==> src/hw/rtl/assert_macros.svh <==
// assertion helpers for the rtl
`ifndef ASSERT_MACROS_SVH
`define ASSERT_MACROS_SVH

// same-cycle implication
`define ASSERT_IMPLIES(label, clk, rst, ante, cons) \
   label: assert property (@(posedge clk) disable iff (rst) (ante) |-> (cons)) \
      else $error("implication check failed");

// next-cycle implication
`define ASSERT_NEXT(label, clk, rst, ante, cons) \
   label: assert property (@(posedge clk) disable iff (rst) (ante) |=> (cons)) \
      else $error("next-cycle check failed");

// condition must never hold
`define ASSERT_NEVER(label, clk, rst, cond) \
   label: assert property (@(posedge clk) disable iff (rst) !(cond)) \
      else $error("forbidden condition seen");

`endif

==> src/hw/rtl/sdt_pkg.sv <==
package sdt_pkg;

   typedef enum logic [1:0] {
      OP_READ   = 2'd0,
      OP_WRITE  = 2'd1,
      OP_VBLANK = 2'd2,
      OP_DONE   = 2'd3
   } op_type;

   // register offsets
   localparam logic [7:0] OFS_LIST_BASE = 8'h04;
   localparam logic [7:0] OFS_TRIG_SEL  = 8'h10;
   localparam logic [7:0] OFS_ENABLE    = 8'h14;
   localparam logic [7:0] OFS_BUSY      = 8'h18;
   localparam logic [7:0] OFS_SYSCTL    = 8'h80;
   localparam logic [7:0] OFS_TRIG_CLR  = 8'h88;
   localparam logic [7:0] OFS_AREA      = 8'h8C;
   localparam logic [7:0] OFS_ENDIAN    = 8'hE8;

   localparam logic [31:0] SYSCTL_RESET   = 32'h3A98_0000;
   localparam logic [15:0] AREA_KEY       = 16'h6155;
   localparam int          SYSCTL_TRIG_RST_BIT = 12;
   localparam int          ADDR_LSB       = 5;
   localparam int          ADDR_W         = 29;
   localparam int          BASE_W         = ADDR_W - ADDR_LSB;

   typedef struct packed {
      op_type      operation;
      logic [7:0]  offset;
      logic [31:0] write_data;
   } item_type;

   typedef struct packed {
      logic [31:0]       read_data;
      logic              start_transfer;
      logic [ADDR_W-1:0] list_address;
      logic              done_irq;
   } result_type;

   typedef struct packed {
      logic busy;
      logic enable;
   } status_type;

endpackage

==> src/hw/rtl/sdt_core.sv <==
module sdt_core (
   input  logic                clock,
   input  logic                reset,
   input  logic                fire,
   input  sdt_pkg::item_type   item,
   output sdt_pkg::result_type result,
   output sdt_pkg::status_type status
);
   import sdt_pkg::*;

   logic [BASE_W-1:0] list_base_ff, list_base_in;
   logic              trig_sel_ff, trig_sel_in;
   logic              enable_ff, enable_in;
   logic              busy_ff, busy_in;
   logic [31:0]       sysctl_ff, sysctl_in;
   logic [6:0]        area_hi_ff, area_hi_in;
   logic [6:0]        area_lo_ff, area_lo_in;
   logic              endian_ff, endian_in;
   logic              pending_ff, pending_in;

   logic [31:0]       rdata;
   logic              start;
   logic              irq;

   always_comb begin
      list_base_in = list_base_ff;
      trig_sel_in  = trig_sel_ff;
      enable_in    = enable_ff;
      busy_in      = busy_ff;
      sysctl_in    = sysctl_ff;
      area_hi_in   = area_hi_ff;
      area_lo_in   = area_lo_ff;
      endian_in    = endian_ff;
      pending_in   = pending_ff;
      rdata        = '0;
      start        = 1'b0;
      irq          = 1'b0;
      case (item.operation)
         OP_READ: begin
            case (item.offset)
               OFS_LIST_BASE: rdata = {3'b0, list_base_ff, 5'b0};
               OFS_TRIG_SEL:  rdata = {31'b0, trig_sel_ff};
               OFS_ENABLE:    rdata = {31'b0, enable_ff};
               OFS_BUSY:      rdata = {31'b0, busy_ff};
               OFS_SYSCTL:    rdata = sysctl_ff;
               OFS_AREA:      rdata = {17'b0, area_hi_ff, 1'b0, area_lo_ff};
               OFS_ENDIAN:    rdata = {31'b0, endian_ff};
               default:       rdata = '0;
            endcase
         end
         OP_WRITE: begin
            case (item.offset)
               OFS_LIST_BASE: list_base_in = item.write_data[ADDR_W-1:ADDR_LSB];
               OFS_TRIG_SEL:  trig_sel_in = item.write_data[0];
               OFS_ENABLE: begin
                  enable_in = item.write_data[0];
                  if (!item.write_data[0]) begin
                     busy_in = 1'b0;
                  end
               end
               OFS_BUSY: begin
                  if (item.write_data[0] && enable_ff && !busy_ff) begin
                     busy_in = 1'b1;
                     start   = 1'b1;
                  end
               end
               OFS_SYSCTL: sysctl_in = item.write_data;
               OFS_TRIG_CLR: begin
                  if (item.write_data[0]) begin
                     pending_in = 1'b0;
                  end
               end
               OFS_AREA: begin
                  if (item.write_data[31:16] == AREA_KEY) begin
                     area_hi_in = item.write_data[14:8];
                     area_lo_in = item.write_data[6:0];
                  end
               end
               OFS_ENDIAN: endian_in = item.write_data[0];
               default: ;
            endcase
         end
         OP_VBLANK: begin
            if (enable_ff) begin
               if (trig_sel_ff) begin
                  if (!pending_ff) begin
                     busy_in = 1'b1;
                     start   = 1'b1;
                     if (sysctl_ff[SYSCTL_TRIG_RST_BIT]) begin
                        pending_in = 1'b1;
                     end
                  end
               end else begin
                  pending_in = 1'b0;
               end
            end
         end
         OP_DONE: begin
            if (busy_ff) begin
               irq     = enable_ff;
               busy_in = 1'b0;
            end
         end
         default: ;
      endcase
   end

   always_ff @(posedge clock) begin
      if (reset) begin
         list_base_ff <= '0;
         trig_sel_ff  <= 1'b0;
         enable_ff    <= 1'b0;
         busy_ff      <= 1'b0;
         sysctl_ff    <= SYSCTL_RESET;
         area_hi_ff   <= 7'h7F;
         area_lo_ff   <= 7'h00;
         endian_ff    <= 1'b1;
         pending_ff   <= 1'b0;
      end else if (fire) begin
         list_base_ff <= list_base_in;
         trig_sel_ff  <= trig_sel_in;
         enable_ff    <= enable_in;
         busy_ff      <= busy_in;
         sysctl_ff    <= sysctl_in;
         area_hi_ff   <= area_hi_in;
         area_lo_ff   <= area_lo_in;
         endian_ff    <= endian_in;
         pending_ff   <= pending_in;
      end
   end

   assign result.read_data      = rdata;
   assign result.start_transfer = start;
   assign result.list_address   = start ? {list_base_ff, 5'b0} : '0;
   assign result.done_irq       = irq;

   assign status.busy   = busy_ff;
   assign status.enable = enable_ff;

endmodule

==> src/hw/rtl/sdt_out_stage.sv <==
module sdt_out_stage (
   input  logic                clock,
   input  logic                reset,
   input  logic                load,
   input  sdt_pkg::result_type result,
   output logic                free,
   output logic                rsp_valid,
   input  logic                rsp_ready,
   output sdt_pkg::result_type rsp_result
);
   import sdt_pkg::*;

   logic       valid_ff, valid_in;
   result_type data_ff;

   assign free = !valid_ff || rsp_ready;

   always_comb begin
      valid_in = valid_ff;
      if (load) begin
         valid_in = 1'b1;
      end else if (rsp_ready) begin
         valid_in = 1'b0;
      end
   end

   always_ff @(posedge clock) begin
      if (reset) begin
         valid_ff <= 1'b0;
      end else begin
         valid_ff <= valid_in;
      end
   end

   always_ff @(posedge clock) begin
      if (load) begin
         data_ff <= result;
      end
   end

   assign rsp_valid  = valid_ff;
   assign rsp_result = data_ff;

endmodule

==> src/hw/rtl/serial_dma_trigger_regs.sv <==
// register block of a serial-bus dma controller with its trigger logic. each
// item is a register read, a register write, a vertical-blank tick or a
// transfer-done event, and gives exactly one result item: read data, a start
// pulse with the 32-byte aligned descriptor list address, and the done
// interrupt. an item passes an input register, then the decode and state
// update logic into the result register, which drives rsp_valid; an item
// waits in the input register while the result slot is stalled; one item is
// taken every cycle as long as rsp_ready keeps up; the block state is
// updated as an item moves into the result register, so every item sees the
// effect of the ones before it
module serial_dma_trigger_regs (
   input  logic                         clock,
   input  logic                         reset,
   input  logic                         req_valid,
   output logic                         req_ready,
   input  logic [1:0]                   req_operation,
   input  logic [7:0]                   req_offset,
   input  logic [31:0]                  req_write_data,
   output logic                         rsp_valid,
   input  logic                         rsp_ready,
   output logic [31:0]                  rsp_read_data,
   output logic                         rsp_start_transfer,
   output logic [sdt_pkg::ADDR_W-1:0]   rsp_list_address,
   output logic                         rsp_done_irq
);
   import sdt_pkg::*;

   `include "assert_macros.svh"

   // input register
   logic       in_valid_ff, in_valid_in;
   item_type   in_item_ff;

   logic       out_free;
   logic       advance;
   logic       req_fire;
   result_type core_result;
   result_type out_result;
   status_type core_status;

   // item moves to the result register when that slot frees up
   assign advance   = in_valid_ff && out_free;
   assign req_ready = !in_valid_ff || advance;
   assign req_fire  = req_valid && req_ready;

   always_comb begin
      in_valid_in = in_valid_ff;
      if (req_fire) begin
         in_valid_in = 1'b1;
      end else if (advance) begin
         in_valid_in = 1'b0;
      end
   end

   always_ff @(posedge clock) begin
      if (reset) begin
         in_valid_ff <= 1'b0;
      end else begin
         in_valid_ff <= in_valid_in;
      end
   end

   always_ff @(posedge clock) begin
      if (req_fire) begin
         in_item_ff.operation  <= op_type'(req_operation);
         in_item_ff.offset     <= req_offset;
         in_item_ff.write_data <= req_write_data;
      end
   end

   // register decode and trigger state
   sdt_core u_core (
      .clock  (clock),
      .reset  (reset),
      .fire   (advance),
      .item   (in_item_ff),
      .result (core_result),
      .status (core_status)
   );

   // result register
   sdt_out_stage u_out (
      .clock      (clock),
      .reset      (reset),
      .load       (advance),
      .result     (core_result),
      .free       (out_free),
      .rsp_valid  (rsp_valid),
      .rsp_ready  (rsp_ready),
      .rsp_result (out_result)
   );

   assign rsp_read_data      = out_result.read_data;
   assign rsp_start_transfer = out_result.start_transfer;
   assign rsp_list_address   = out_result.list_address;
   assign rsp_done_irq       = out_result.done_irq;

   // a start leaves the block busy
   `ASSERT_NEXT(a_start_sets_busy, clock, reset,
      advance && core_result.start_transfer, core_status.busy)
   // an interrupt only comes from a busy, enabled block, and never with a start
   `ASSERT_IMPLIES(a_irq_source, clock, reset, advance && core_result.done_irq,
      core_status.busy && core_status.enable && !core_result.start_transfer)
   // address is zero outside a start pulse
   `ASSERT_IMPLIES(a_addr_quiet, clock, reset, rsp_valid && !rsp_start_transfer,
      rsp_list_address == '0)
   // a held item must not be overwritten while the result slot is stalled
   `ASSERT_NEVER(a_no_overrun, clock, reset, in_valid_ff && !out_free && req_ready)

endmodule

==> config.mk <==
export PLATFORM = sky130hd
export DESIGN_NAME = serial_dma_trigger_regs
export DESIGN_NICKNAME = d
export VERILOG_FILES = /design/src/hw/rtl/sdt_pkg.sv /design/src/hw/rtl/sdt_core.sv /design/src/hw/rtl/sdt_out_stage.sv /design/src/hw/rtl/serial_dma_trigger_regs.sv
export VERILOG_INCLUDE_DIRS = /design/src /design/src/hw/rtl
export SDC_FILE = /design/constraint.sdc
export NUM_CORES = 1
export LEC_CHECK = 0
export BUFFER_PORTS_ARGS = -buffer_cell sky130_fd_sc_hd__buf_2
export CAP_MARGIN = 15
export CORE_UTILIZATION = 51
export CTS_CLUSTER_SIZE = 28
export DETAILED_ROUTE_END_ITERATION = 7
export PLACE_DENSITY = 0.76
export SLEW_MARGIN = 20
export SYNTH_ARGS = -nofsm -noshare
export SYNTH_HDL_FRONTEND = slang
export SYNTH_HIERARCHICAL = 1
export SYNTH_SLANG_ARGS = --single-unit
==> constraint.sdc <==
create_clock -name clock -period 2.6 [get_ports clock]
set_input_delay 0.13 -clock clock [delete_from_list [all_inputs] [get_ports clock]]
set_output_delay 0.13 -clock clock [all_outputs]
set_load 0.02 [all_outputs]
# Yosys cells after proc, flatten, opt, wreduce, memory -nomap -nowiden
# Index checks and enable logic that the tools add are counted.
[op_classes]
n_eq_ne = 20
mux = 25
n_reduce_logical = 23
[ops]
columns = ["operator", "n"]
rows = [
  ["$pmux W32 S7", 1],
  ["$eq A8 B8 Y1 const B", 4],
  ["$eq A8 B5 Y1 const B", 3],
  ["$mux W1", 20],
  ["$eq A16 B15 Y1 const B", 1],
  ["$reduce_and A3 Y1", 5],
  ["$eq A8 B3 Y1 const B", 1],
  ["$reduce_and A8 Y1", 1],
  ["$ne A2 B2 Y1 const B", 3],
  ["$ne A3 B3 Y1 const B", 2],
  ["$pmux W1 S2", 3],
  ["$reduce_bool A2 Y1", 3],
  ["$reduce_and A5 Y1", 1],
  ["$eq A2 B2 Y1 const B", 2],
  ["$logic_and A1 B1 Y1", 4],
  ["$ne A2 B1 Y1 const B", 2],
  ["$reduce_and A4 Y1", 1],
  ["$logic_not A1 Y1", 3],
  ["$ne A3 B2 Y1 const B", 1],
  ["$pmux W1 S3", 1],
  ["$reduce_bool A3 Y1", 1],
  ["$eq A2 B1 Y1 const B", 1],
  ["$logic_not A2 Y1", 1],
  ["$logic_or A1 B1 Y1", 2],
  ["$reduce_and A2 Y1", 1],
]
[totals]
reg_bits = 182
in_bits = 46
wordCells = 87

# Depth between registers and ports, before layout
# Gate-level depths: netlist of the first run.
[logic_depth]
depth_word = 6
depth_mapped = 9
depth_no_buf = 6

# Cells and area by module
# Netlist of the first run, hierarchy kept.
[modules_own_cells]
columns = ["mod", "n_inst", "cells_per_inst", "area_each_um2", "seq_area_each_um2"]
rows = [
  ["sdt_core", 1, 495, 4023.9, 1501.4],
  ["sdt_out_stage", 1, 67, 1938.1, 1911.8],
  ["serial_dma_trigger_regs", 1, 48, 1323.8, 1281.2],
]

# Worst setup path before layout of the first run
# OpenSTA, ideal clock, no wires.
[synth_path]
kind = "register to register"
start = "reg u_out.valid_ff (netlist: u_out/rsp_valid)"
end = "reg u_core.list_base_ff[0]"
setup_ns = 0.128
arrival_ns = 2.452
required_time_ns = 2.472
setup_slack_ns = 0.020
stages_incl_launch_ff = 8
synth_period_minus_slack_ns = 2.580
path_cell_list = "dfxtp_1 nand2b_4 and2_2 and2_1 nand4_1 buf_2 mux2i_1 nor2_1"
[synth_via]
elab_chain_len = 4
[synth_lines]
columns = ["item", "line_no", "source"]
rows = [
  ["start: declaration", "sdt_out_stage.sv:13", "logic valid_ff, valid_in;"],
  ["start signal: assignment", "sdt_out_stage.sv:31", "valid_ff <= valid_in;"],
  ["$logic_not A1 Y1", "sdt_out_stage.sv:16", "assign free = !valid_ff || rsp_ready;"],
  ["$logic_or A1 B1 Y1", "sdt_out_stage.sv:16", ""],
  ["via out_free", "serial_dma_trigger_regs.sv:34", "logic out_free;"],
  ["$logic_and A1 B1 Y1", "serial_dma_trigger_regs.sv:42", "assign advance = in_valid_ff && out_free;"],
  ["via advance", "serial_dma_trigger_regs.sv:35", "logic advance;"],
  ["$reduce_and A3 Y1 (no line)", "-", ""],
  ["end signal: assignment", "sdt_core.sv:120", "list_base_ff <= list_base_in;"],
  ["end: declaration", "sdt_core.sv:11", "logic [BASE_W-1:0] list_base_ff, list_base_in;"],
]
# The timed path passes the listed nets, and every way through them passes these cells.
# A chain may end at the register's enable or synchronous reset.

# Worst setup path in the final report of the first run
[layout_path]
start = "reg in_item_ff[37] (netlist bit)"
end = "reg u_core.area_hi_ff[1]"
[layout_via]
elab_chain_len = 2
[layout_lines]
columns = ["item", "line_no", "source"]
rows = [
  ["start: declaration", "serial_dma_trigger_regs.sv:32", "item_type in_item_ff;"],
  ["$eq A8 B8 Y1", "sdt_core.sv:52", "case (item.offset)"],
  ["$reduce_and A4 Y1 (no line)", "-", ""],
  ["end signal: assignment", "sdt_core.sv:125", "area_hi_ff <= area_hi_in;"],
  ["end: declaration", "sdt_core.sv:16", "logic [6:0] area_hi_ff, area_hi_in;"],
]
# No other way between the ends.

==> impl_metrics.ini, run 1 <==
[critical_path]
critical-path-top-delay-family = simple AND/OR/NAND/NOR gates
critPathKind = flop to flop
reg2reg_depth = 4
worstPathCellList = nor4_2 -> nand4_1 -> o21ai_0 -> nand3_1
critPathArrivalTime_ns = 2.54
start_kind = flop
required_ns = 2.87
cp_max_fo = 14
cp.depth = 4
cp_num_buf_inv = 0
crit_path_max_incr_delay_ns = 0.59
cp-end-kind = flop
cp_slowest_cell = nand4_1

[sta]
fin_crit_sh_pct = 87.00
fmax_ghz = 0.4421
worst_pin_slew_ns = 0.7923
drv_slew = 0
min_period_ns = 2.262
hold_violations = 0
final.setup.tns_ns = 0
slew-limit-headroom_pct = 47.18
setup_viol_count_final = 0
rsz0062_at_grt = no
fin_skew_ns = 0.008400

[clock_network]
clock_latency_ns = 0.43
numCtsBuffers = 17
cts.repair.resized = 0
cts-htree-levels = 4
cts_tree = yes
path_clk_slew_ns = 0.06
cts_root_buf = clkbuf_16
max-clock-path-buffers = 2
clkSinkCount = 182

[floorplanning]
num_io_pins = 111
core_area_um2 = 13880
dieHeight_um = 121.4
fp-row-count = 43
die_x_um = 121.4
die_area_um2 = 14740
initial_core_util_pct = 52.38

[pwr]
switchingPower_mw = 1.289
pwr-share-comb_pct = 5.4
leakage_nw = 3.405
power.share.sequential_pct = 52.6
p_int_mw = 4.775
powerDensity_nw_per_um2 = 675.5
switching_share_pct = 21.25
vdd_drop_max_mv = 0.3278
clockPowerShare_pct = 42.0
power_mw = 6.064

[layout]
n_fill_cell = 1085
layout_commonest_cell = buf_2
antennaDiodeCount = 0
drive_gt1_share_pct = 23.96
final_nets = 805
layout_common_cells = buf_2 (110), edfxtp_1 (105), dfxtp_1 (77), nand2_1 (67), nor2_1 (47)
syn_to_final_growth_pct = 23.46
postLayoutCoreUtil_pct = 64.67

[yosys]
syn-instance-count = 608
avgSynthCellArea_um2 = 11.96
synth_warnings = 6
synth_area_um2 = 7271

[run_status]
status = finished, final reports clean

[route]
wirelength_mm = 16.37
drt_iter0_markers = 406
drc = 0
wl_per_cell_um = 17.27
drtAntennaViolNets = 0
vias = 5252
dr.pass1.iters = 5
via_per_inst = 5.540

[job]
cap_violations = 0

[placement]
dp_hpwl_mm = 10.20
place_congestion = 0.8269
io_buffers = 110

[global_routing]
grt_pass1_wl_mm = 25.46
grt_max_degree = 63
grt_usage_pct = 23.06
grt_pass1_vias = 5068
antenna_found_initial = 0
grt_overflow_total = 0

[worst_hold_path]
hold_depth = 3
hold_class = primary input to flop
[registers in the layout, summed over array words and instances, names as in the netlist]
signal and cells:
u_core/trig_sel_ff 1, u_core/sysctl_ff 32, in_item_ff 42, u_core/busy_ff 1, u_out/rsp_valid 1, u_core/endian_ff 1, u_core/enable_ff 1, u_core/area_hi_ff 7
in_valid_ff 1, u_core/pending_ff 1, u_out/rsp_result 63, u_core/area_lo_ff 7, u_core/list_base_ff 24
[per-stage QoR]
| step | area [um2] | setup WS, ns | std cells | hold slack (ns) |
|---|---|---|---|---|
| CTS | 8976 | 0.3876 | 948 | 0.2127 |
| finish | 8976 | 0.3380 | 948 | 0.2186 |
| global placement | 7948 | 0.4936 | 872 | 0.3063 |
| detailed placement | 7948 | 0.4127 | 872 | 0.3081 |
| floorplan | 7286 | 0.02027 | 612 | 0.1924 |
| global route | 8976 | 0.1711 | 948 | 0.2416 |
[final timing paths]
check	startpoint	end	slack [ns]
worst max-delay path	in_item_ff[37]	u_core/area_hi_ff[1]	0.34
worst min-delay path	reset	u_core/endian_ff	0.22
worst max register to register	in_item_ff[37]	u_core/area_hi_ff[1]	0.34
worst min register to register	u_core/sysctl_ff[0]	u_core/sysctl_ff[0]	0.46
[cell type report]
class / instances / area, um2 / share of cell area (%)
clock buffers: 20 / 436.7 / 4.865
clock inverters: 12 / 151.4 / 1.687
inverters: 12 / 45.04 / 0.5018
multi-input cells: 373 / 2320 / 25.84
flip-flops and latches: 182 / 4695 / 52.30
well taps: 180 / 225.2 / 2.509
repair buffers: 169 / 1104 / 12.29
[power groups by stage]
stage               clock (mW)  sequential, mW  combinational, mW
floorplan                    0            3.29              0.114
global placement             0            3.25              0.271
detailed placement           0            3.25              0.274
CTS                       2.59            3.19              0.326
global route              2.70            3.20              0.351
finish                    2.55            3.19              0.327
[metal layers]
layer / vias to the layer above / wire length (um) / GRT usage, %
met5: - / 0 / 0
li1: 2484 / - / -
met4: 0 / 393 / 11.03
met2: 210 / 7873 / 37.93
met1: 2521 / 7077 / 28.89
met3: 37 / 1026 / 4.840
[worst min-delay path: stages]
cell,delay [ns]
buf_2,0.09
inv_1,0.26
nand2_1,0.14
[repair_timing]
item / 4_1_cts / 5_1_grt
buffers inserted: 0 / 0
hold buffers: 44 / 0
endpoints found under the hold margin: 44 / 0
endpoints found under the setup margin: 0 / 0
Power figures use the tool's default switching activity.
==> run 2: changes to the inputs <==
--- a/config.mk
+++ b/config.mk
@@ -8,10 +8,12 @@
 export LEC_CHECK = 0
 export BUFFER_PORTS_ARGS = -buffer_cell sky130_fd_sc_hd__buf_2
 export CAP_MARGIN = 15
-export CORE_UTILIZATION = 51
+export CELL_PAD_IN_SITES_DETAIL_PLACEMENT = 0
+export CELL_PAD_IN_SITES_GLOBAL_PLACEMENT = 1
+export CORE_UTILIZATION = 40
 export CTS_CLUSTER_SIZE = 28
 export DETAILED_ROUTE_END_ITERATION = 7
-export PLACE_DENSITY = 0.76
+export PLACE_DENSITY_LB_ADDON = 0.1
 export SLEW_MARGIN = 20
 export SYNTH_ARGS = -nofsm -noshare
 export SYNTH_HDL_FRONTEND = slang
==> run 2 against run 1 <==
- register-to-register slack improved by 0.08 ns
- worst hold slack gained 0.015 ns
- fmax rose by 3.7%
- flip-flop and latch count stayed put
- global-route usage fell by 3.8 points
- wire length grew 3.3%
- combinational power is essentially flat
- sequential power is essentially flat
- clock power is 5% lower
- power is 1.9% lower
- sequential share of layout area fell by 0.16 points
- via count decreased by 3.9%
- largest power group unchanged
==> impl_metrics.ini, run 2 (same netlist as run 1, synthesis figures left out) <==
[run_status]
status = finished, final reports clean

[critical_path]
critPathArrivalTime_ns = 2.47
start_kind = flop
cp_max_fo = 25
worstPathCellList = nor4b_2 -> nand4_1 -> a21boi_2 -> buf_4 -> and2_1
critPathKind = flop to flop
crit_path_max_incr_delay_ns = 0.62
cp_slowest_cell = nor4b_2
required_ns = 2.89
cp-end-kind = flop

[global_routing]
antenna_found_initial = 0
grt_overflow_total = 0
grt_max_degree = 63
grt_pass1_vias = 4976
grt_pass1_wl_mm = 26.58
grt_usage_pct = 19.28

[clock_network]
cts_root_buf = clkbuf_16
max-clock-path-buffers = 2
cts_tree = yes
clock_latency_ns = 0.42
numCtsBuffers = 17
clkSinkCount = 182
post-cts-setup-buffer-count = 0
cts-htree-levels = 4
path_clk_slew_ns = 0.07

[pwr]
leakage_nw = 3.403
powerDensity_nw_per_um2 = 660.8
power_mw = 5.950
vdd_drop_max_mv = 0.4793

[floorplanning]
dieHeight_um = 136.8
core_area_um2 = 17540
die_x_um = 136.8
die_area_um2 = 18720
num_io_pins = 111
initial_core_util_pct = 41.46
fp-row-count = 48

[layout]
antennaDiodeCount = 0
layout_common_cells = buf_2 (110), edfxtp_1 (105), dfxtp_1 (77), nand2_1 (67), nor2_1 (47)
final_nets = 806
largest_reg_flops = 63
stdcell_count = 994
drive_gt1_share_pct = 24.06
syn_to_final_growth_pct = 23.83
layout_commonest_cell = buf_2

[sta]
fin_crit_sh_pct = 83.91
final.setup.tns_ns = 0
worst_pin_slew_ns = 0.8103
hold_violations = 0
fin_skew_ns = 0.007456
postLayoutSetupSlackWorst_ns = 0.4182
rsz0062_at_grt = no
slew-limit-headroom_pct = 45.22
min_period_ns = 2.182
setup_viol_count_final = 0
drv_slew = 0
fmax_ghz = 0.4583

[worst_hold_path]
hold_class = primary input to flop

[route]
vias = 5047
drt_iter0_markers = 291
wl_per_cell_um = 17.02
via_per_inst = 5.077
wirelength_mm = 16.91
dr.pass1.iters = 5
drtAntennaViolNets = 0
drc = 0

[placement]
dp_hpwl_mm = 10.94
io_buffers = 110
pre_cts_ws_ns = 0.4063
dp_cells = 918
place_congestion = 0.8114

[job]
cap_violations = 0
-- run 2: cell types whose count changed in the layout (fill, tap and decap cells not counted) --
cell	previous run	this run
clkbuf_8	0	1
inv_8	0	1
inv_6	2	3
buf_4	15	16
clkinv_2	1	2
clkinv_1	2	1
clkinvlp_4	3	1
clkbuf_1	3	4
bufinv_16	3	1
-- run 2: through the flow --
step	area [um2]	hold WS [ns]	util, %
after CTS	9004	0.2318	51.34
after global placement	8004	0.3064	45.64
after global routing	9004	0.2574	51.34
after floorplan	7286	0.1924	-
after detailed placement	8011	0.3081	45.68
final	9004	0.2337	51.34
-- run 2: power by group --
| group | switching [mW] | internal, mW | total, mW |
|---|---|---|---|
| logic | 0.198 | 0.132 | 0.330 |
| registers | 0.0553 | 3.13 | 3.19 |
| clock network | 1.08 | 1.36 | 2.43 |
-- run 2: cell type report --
class                      instances  area (um2)
multi-input combinational        373        2320
timing repair buffer             170        1111
clock inverter                    10       97.59
sequential                       182        4695
fill                            1579        8533
inverter                          12       45.04
clock buffer                      22       454.2
tap                              225       281.5
-- run 2: worst max-delay path: cells and delay by family, from the launching register on --
kind / cells / cell delay (ns)
AO/OA/AOI/OAI: 1 / 0.18
buffers and inverters: 1 / 0.28
flip-flops: 1 / 0.57
AND/OR/NAND/NOR: 3 / 0.99
-- run 2: what timing repair did --
action	in CTS	in global routing
endpoints found under the hold margin	44	0
hold buffers	44	0
gates resized for setup	0	0
-- run 2: path summary, 6_finish.rpt --
check,endpoint,slack [ns],start,cells after the start
worst max-delay path,u_out/rsp_result[27],0.42,in_item_ff[34],5
worst min-delay path,u_core/endian_ff,0.23,reset,3
worst max register to register,u_out/rsp_result[27],0.42,in_item_ff[34],5
worst min register to register,u_core/sysctl_ff[30],0.45,u_core/sysctl_ff[30],2
-- run 2: layer usage --
layer | vias to the layer above | global-route usage [%] | wire length, um
met2 | 146 | 31.58 | 8077
met1 | 2393 | 25.50 | 7837
li1 | 2491 | - | -
met4 | 0 | 6.777 | 212
met5 | - | 0 | 0
met3 | 17 | 3.667 | 786
==> run 3: changes to the inputs <==
==> constraint.sdc (replaced) <==
create_clock -name clock -period 2 [get_ports clock]
set_input_delay 0.1 -clock clock [delete_from_list [all_inputs] [get_ports clock]]
set_output_delay 0.1 -clock clock [all_outputs]
set_load 0.02 [all_outputs]
==> run 3 against run 2 <==
- core utilization grew 2.2 points
- critical path depth is the same
- sequential power grew 30%
- register-to-register slack lost 0.37 ns
- cell count grew 2.2%
- wire length grew 2.1%
- combinational power grew 43%
- clock skew shrank 0.0016 ns
- worst hold slack lost 0.062 ns
- first-iteration DRC count shrank 19%
- largest cell class unchanged
- highest routed layer unchanged
==> impl_metrics.ini, run 3 (same netlist as run 1, synthesis figures left out) <==
[floorplanning]
dieHeight_um = 136.8
fp-row-count = 48
num_io_pins = 111
initial_core_util_pct = 41.46
core_area_um2 = 17540
die_x_um = 136.8
die_area_um2 = 18720

[route]
wl_per_cell_um = 17.00
wirelength_mm = 17.27
dr.pass1.iters = 5
via_per_inst = 5.103
drt_iter0_markers = 236
drtAntennaViolNets = 0
drc = 0
vias = 5185

[critical_path]
setup.worst_path.start = in_item_ff[37]
cp.depth = 5
required_ns = 2.36
reg2reg_slack_ns = 0.05
worstPathCellList = or4_4 -> nor4_4 -> buf_6 -> nand2_1 -> a21oi_2
cp_max_fo = 12
crit_path_max_incr_delay_ns = 0.62
reg2reg_depth = 5
start_kind = flop
cp_num_buf_inv = 1
cp-end-kind = flop
crit_end = u_core/sysctl_ff[6]
critPathArrivalTime_ns = 2.31
cp_slowest_cell = or4_4
critical-path-top-delay-family = simple AND/OR/NAND/NOR gates
r2r-start = in_item_ff[37]
critPathKind = flop to flop
r2r_end = u_core/sysctl_ff[6]

[global_routing]
grt_overflow_total = 0
antenna_found_initial = 0
grt_max_degree = 67
grt_pass1_vias = 5054
grt_usage_pct = 19.59
grt_pass1_wl_mm = 26.98

[clock_network]
numCtsBuffers = 17
clkSinkCount = 182
clock_latency_ns = 0.42
cts-htree-levels = 4
cts_tree = yes
path_clk_slew_ns = 0.07
max-clock-path-buffers = 2
cts_root_buf = clkbuf_16

[layout]
layout_common_cells = buf_2 (110), edfxtp_1 (105), dfxtp_1 (76), nand2_1 (67), nor2_1 (47)
antennaDiodeCount = 0
postLayoutCoreUtil_pct = 53.59
final_nets = 828
n_fill_cell = 1517
drive_gt1_share_pct = 27.18
layout_commonest_cell = buf_2
syn_to_final_growth_pct = 29.25
largest_reg_flops = 63

[pwr]
power_mw = 7.908
powerDensity_nw_per_um2 = 841.5
leakage_nw = 3.578
vdd_drop_max_mv = 0.5817

[sta]
hold_violations = 0
fin_skew_ns = 0.005858
min_period_ns = 1.949
setup_viol_count_final = 0
drv_slew = 0
fmax_ghz = 0.5130
rsz0062_at_grt = yes
worst_pin_slew_ns = 0.6862
hold_slack_ns = 0.1716
fin_crit_sh_pct = 97.47
slew-limit-headroom_pct = 54.20

[job]
cap_violations = 0

[placement]
place_congestion = 0.8551
io_buffers = 110
dp_hpwl_mm = 11.09

[run_status]
status = finished, final reports clean

[worst_hold_path]
hold_depth = 3
hold_class = primary input to flop
## run 3: cell types whose count changed in the layout (fill, tap and decap cells not counted), moves of 2 or more
cell and change:
and2_4 +2, clkbuf_8 +3, o21ai_1 +5, inv_6 -3, buf_12 +11, nand3_2 +3
o21ai_0 -5, nand3_1 -3, buf_4 +10
## run 3: worst min-delay path by stage
stage / startpoint / endpoint
floorplan: reset / u_out/rsp_valid
global placement: req_write_data[5] / in_item_ff[5]
detailed placement: req_write_data[4] / in_item_ff[4]
CTS: reset / u_out/rsp_valid
global route: reset / u_core/list_base_ff[15]
finish: reset / u_out/rsp_valid
## run 3: final cells by class
class,count,area (um2),area share [%]
repair buffers,192,1418,15.08
clock inverters,5,61.31,0.6524
clock buffers,27,524.3,5.578
inverters,12,45.04,0.4793
flip-flops and latches,182,4698,49.99
well taps,225,281.5,2.996
multi-input cells,373,2370,25.22
## run 3: what timing repair did
action,in CTS,in global routing
setup buffers,0,7
setup endpoints to repair,1,45
pin swaps,0,3
hold buffers,44,0
gates resized for setup,1,5
gates cloned,0,0
endpoints found under the hold margin,44,0
## run 3: stage by stage
step / setup slack (ns) / TNS (ns) / area [um2] / cells
global placement: 0.05822 / 0 / 8284 / 933
global route: -0.01930 / -0.1505 / 9398 / 1016
finish: 0.05058 / 0 / 9398 / 1016
detailed placement: 0.01300 / 0 / 8284 / 933
CTS: 0.03642 / 0 / 9314 / 1009
floorplan: -0.1612 / -3.275 / 7338 / 612
## run 3: power breakdown
part	switching, mW	internal [mW]	leakage (nW)
Clock	1.36	1.94	0.289
Combinational	0.272	0.199	1.68
Sequential	0.0668	4.07	1.61
Total	1.70	6.21	3.58
## run 3: layer usage
layer	vias to the layer above	GRT usage, %	part of all wire (%)
met5	-	0	0
met4	0	5.189	0.67
met3	12	4.741	4.2
met2	124	32.85	49
met1	2512	25.28	46
li1	2537	-	-
## run 3: worst reg2reg max path: stages, from the launching register on
cell and delay, ns:
edfxtp_1 0.44, or4_4 0.62, nor4_4 0.41, buf_6 0.22, nand2_1 0.08, a21oi_2 0.12
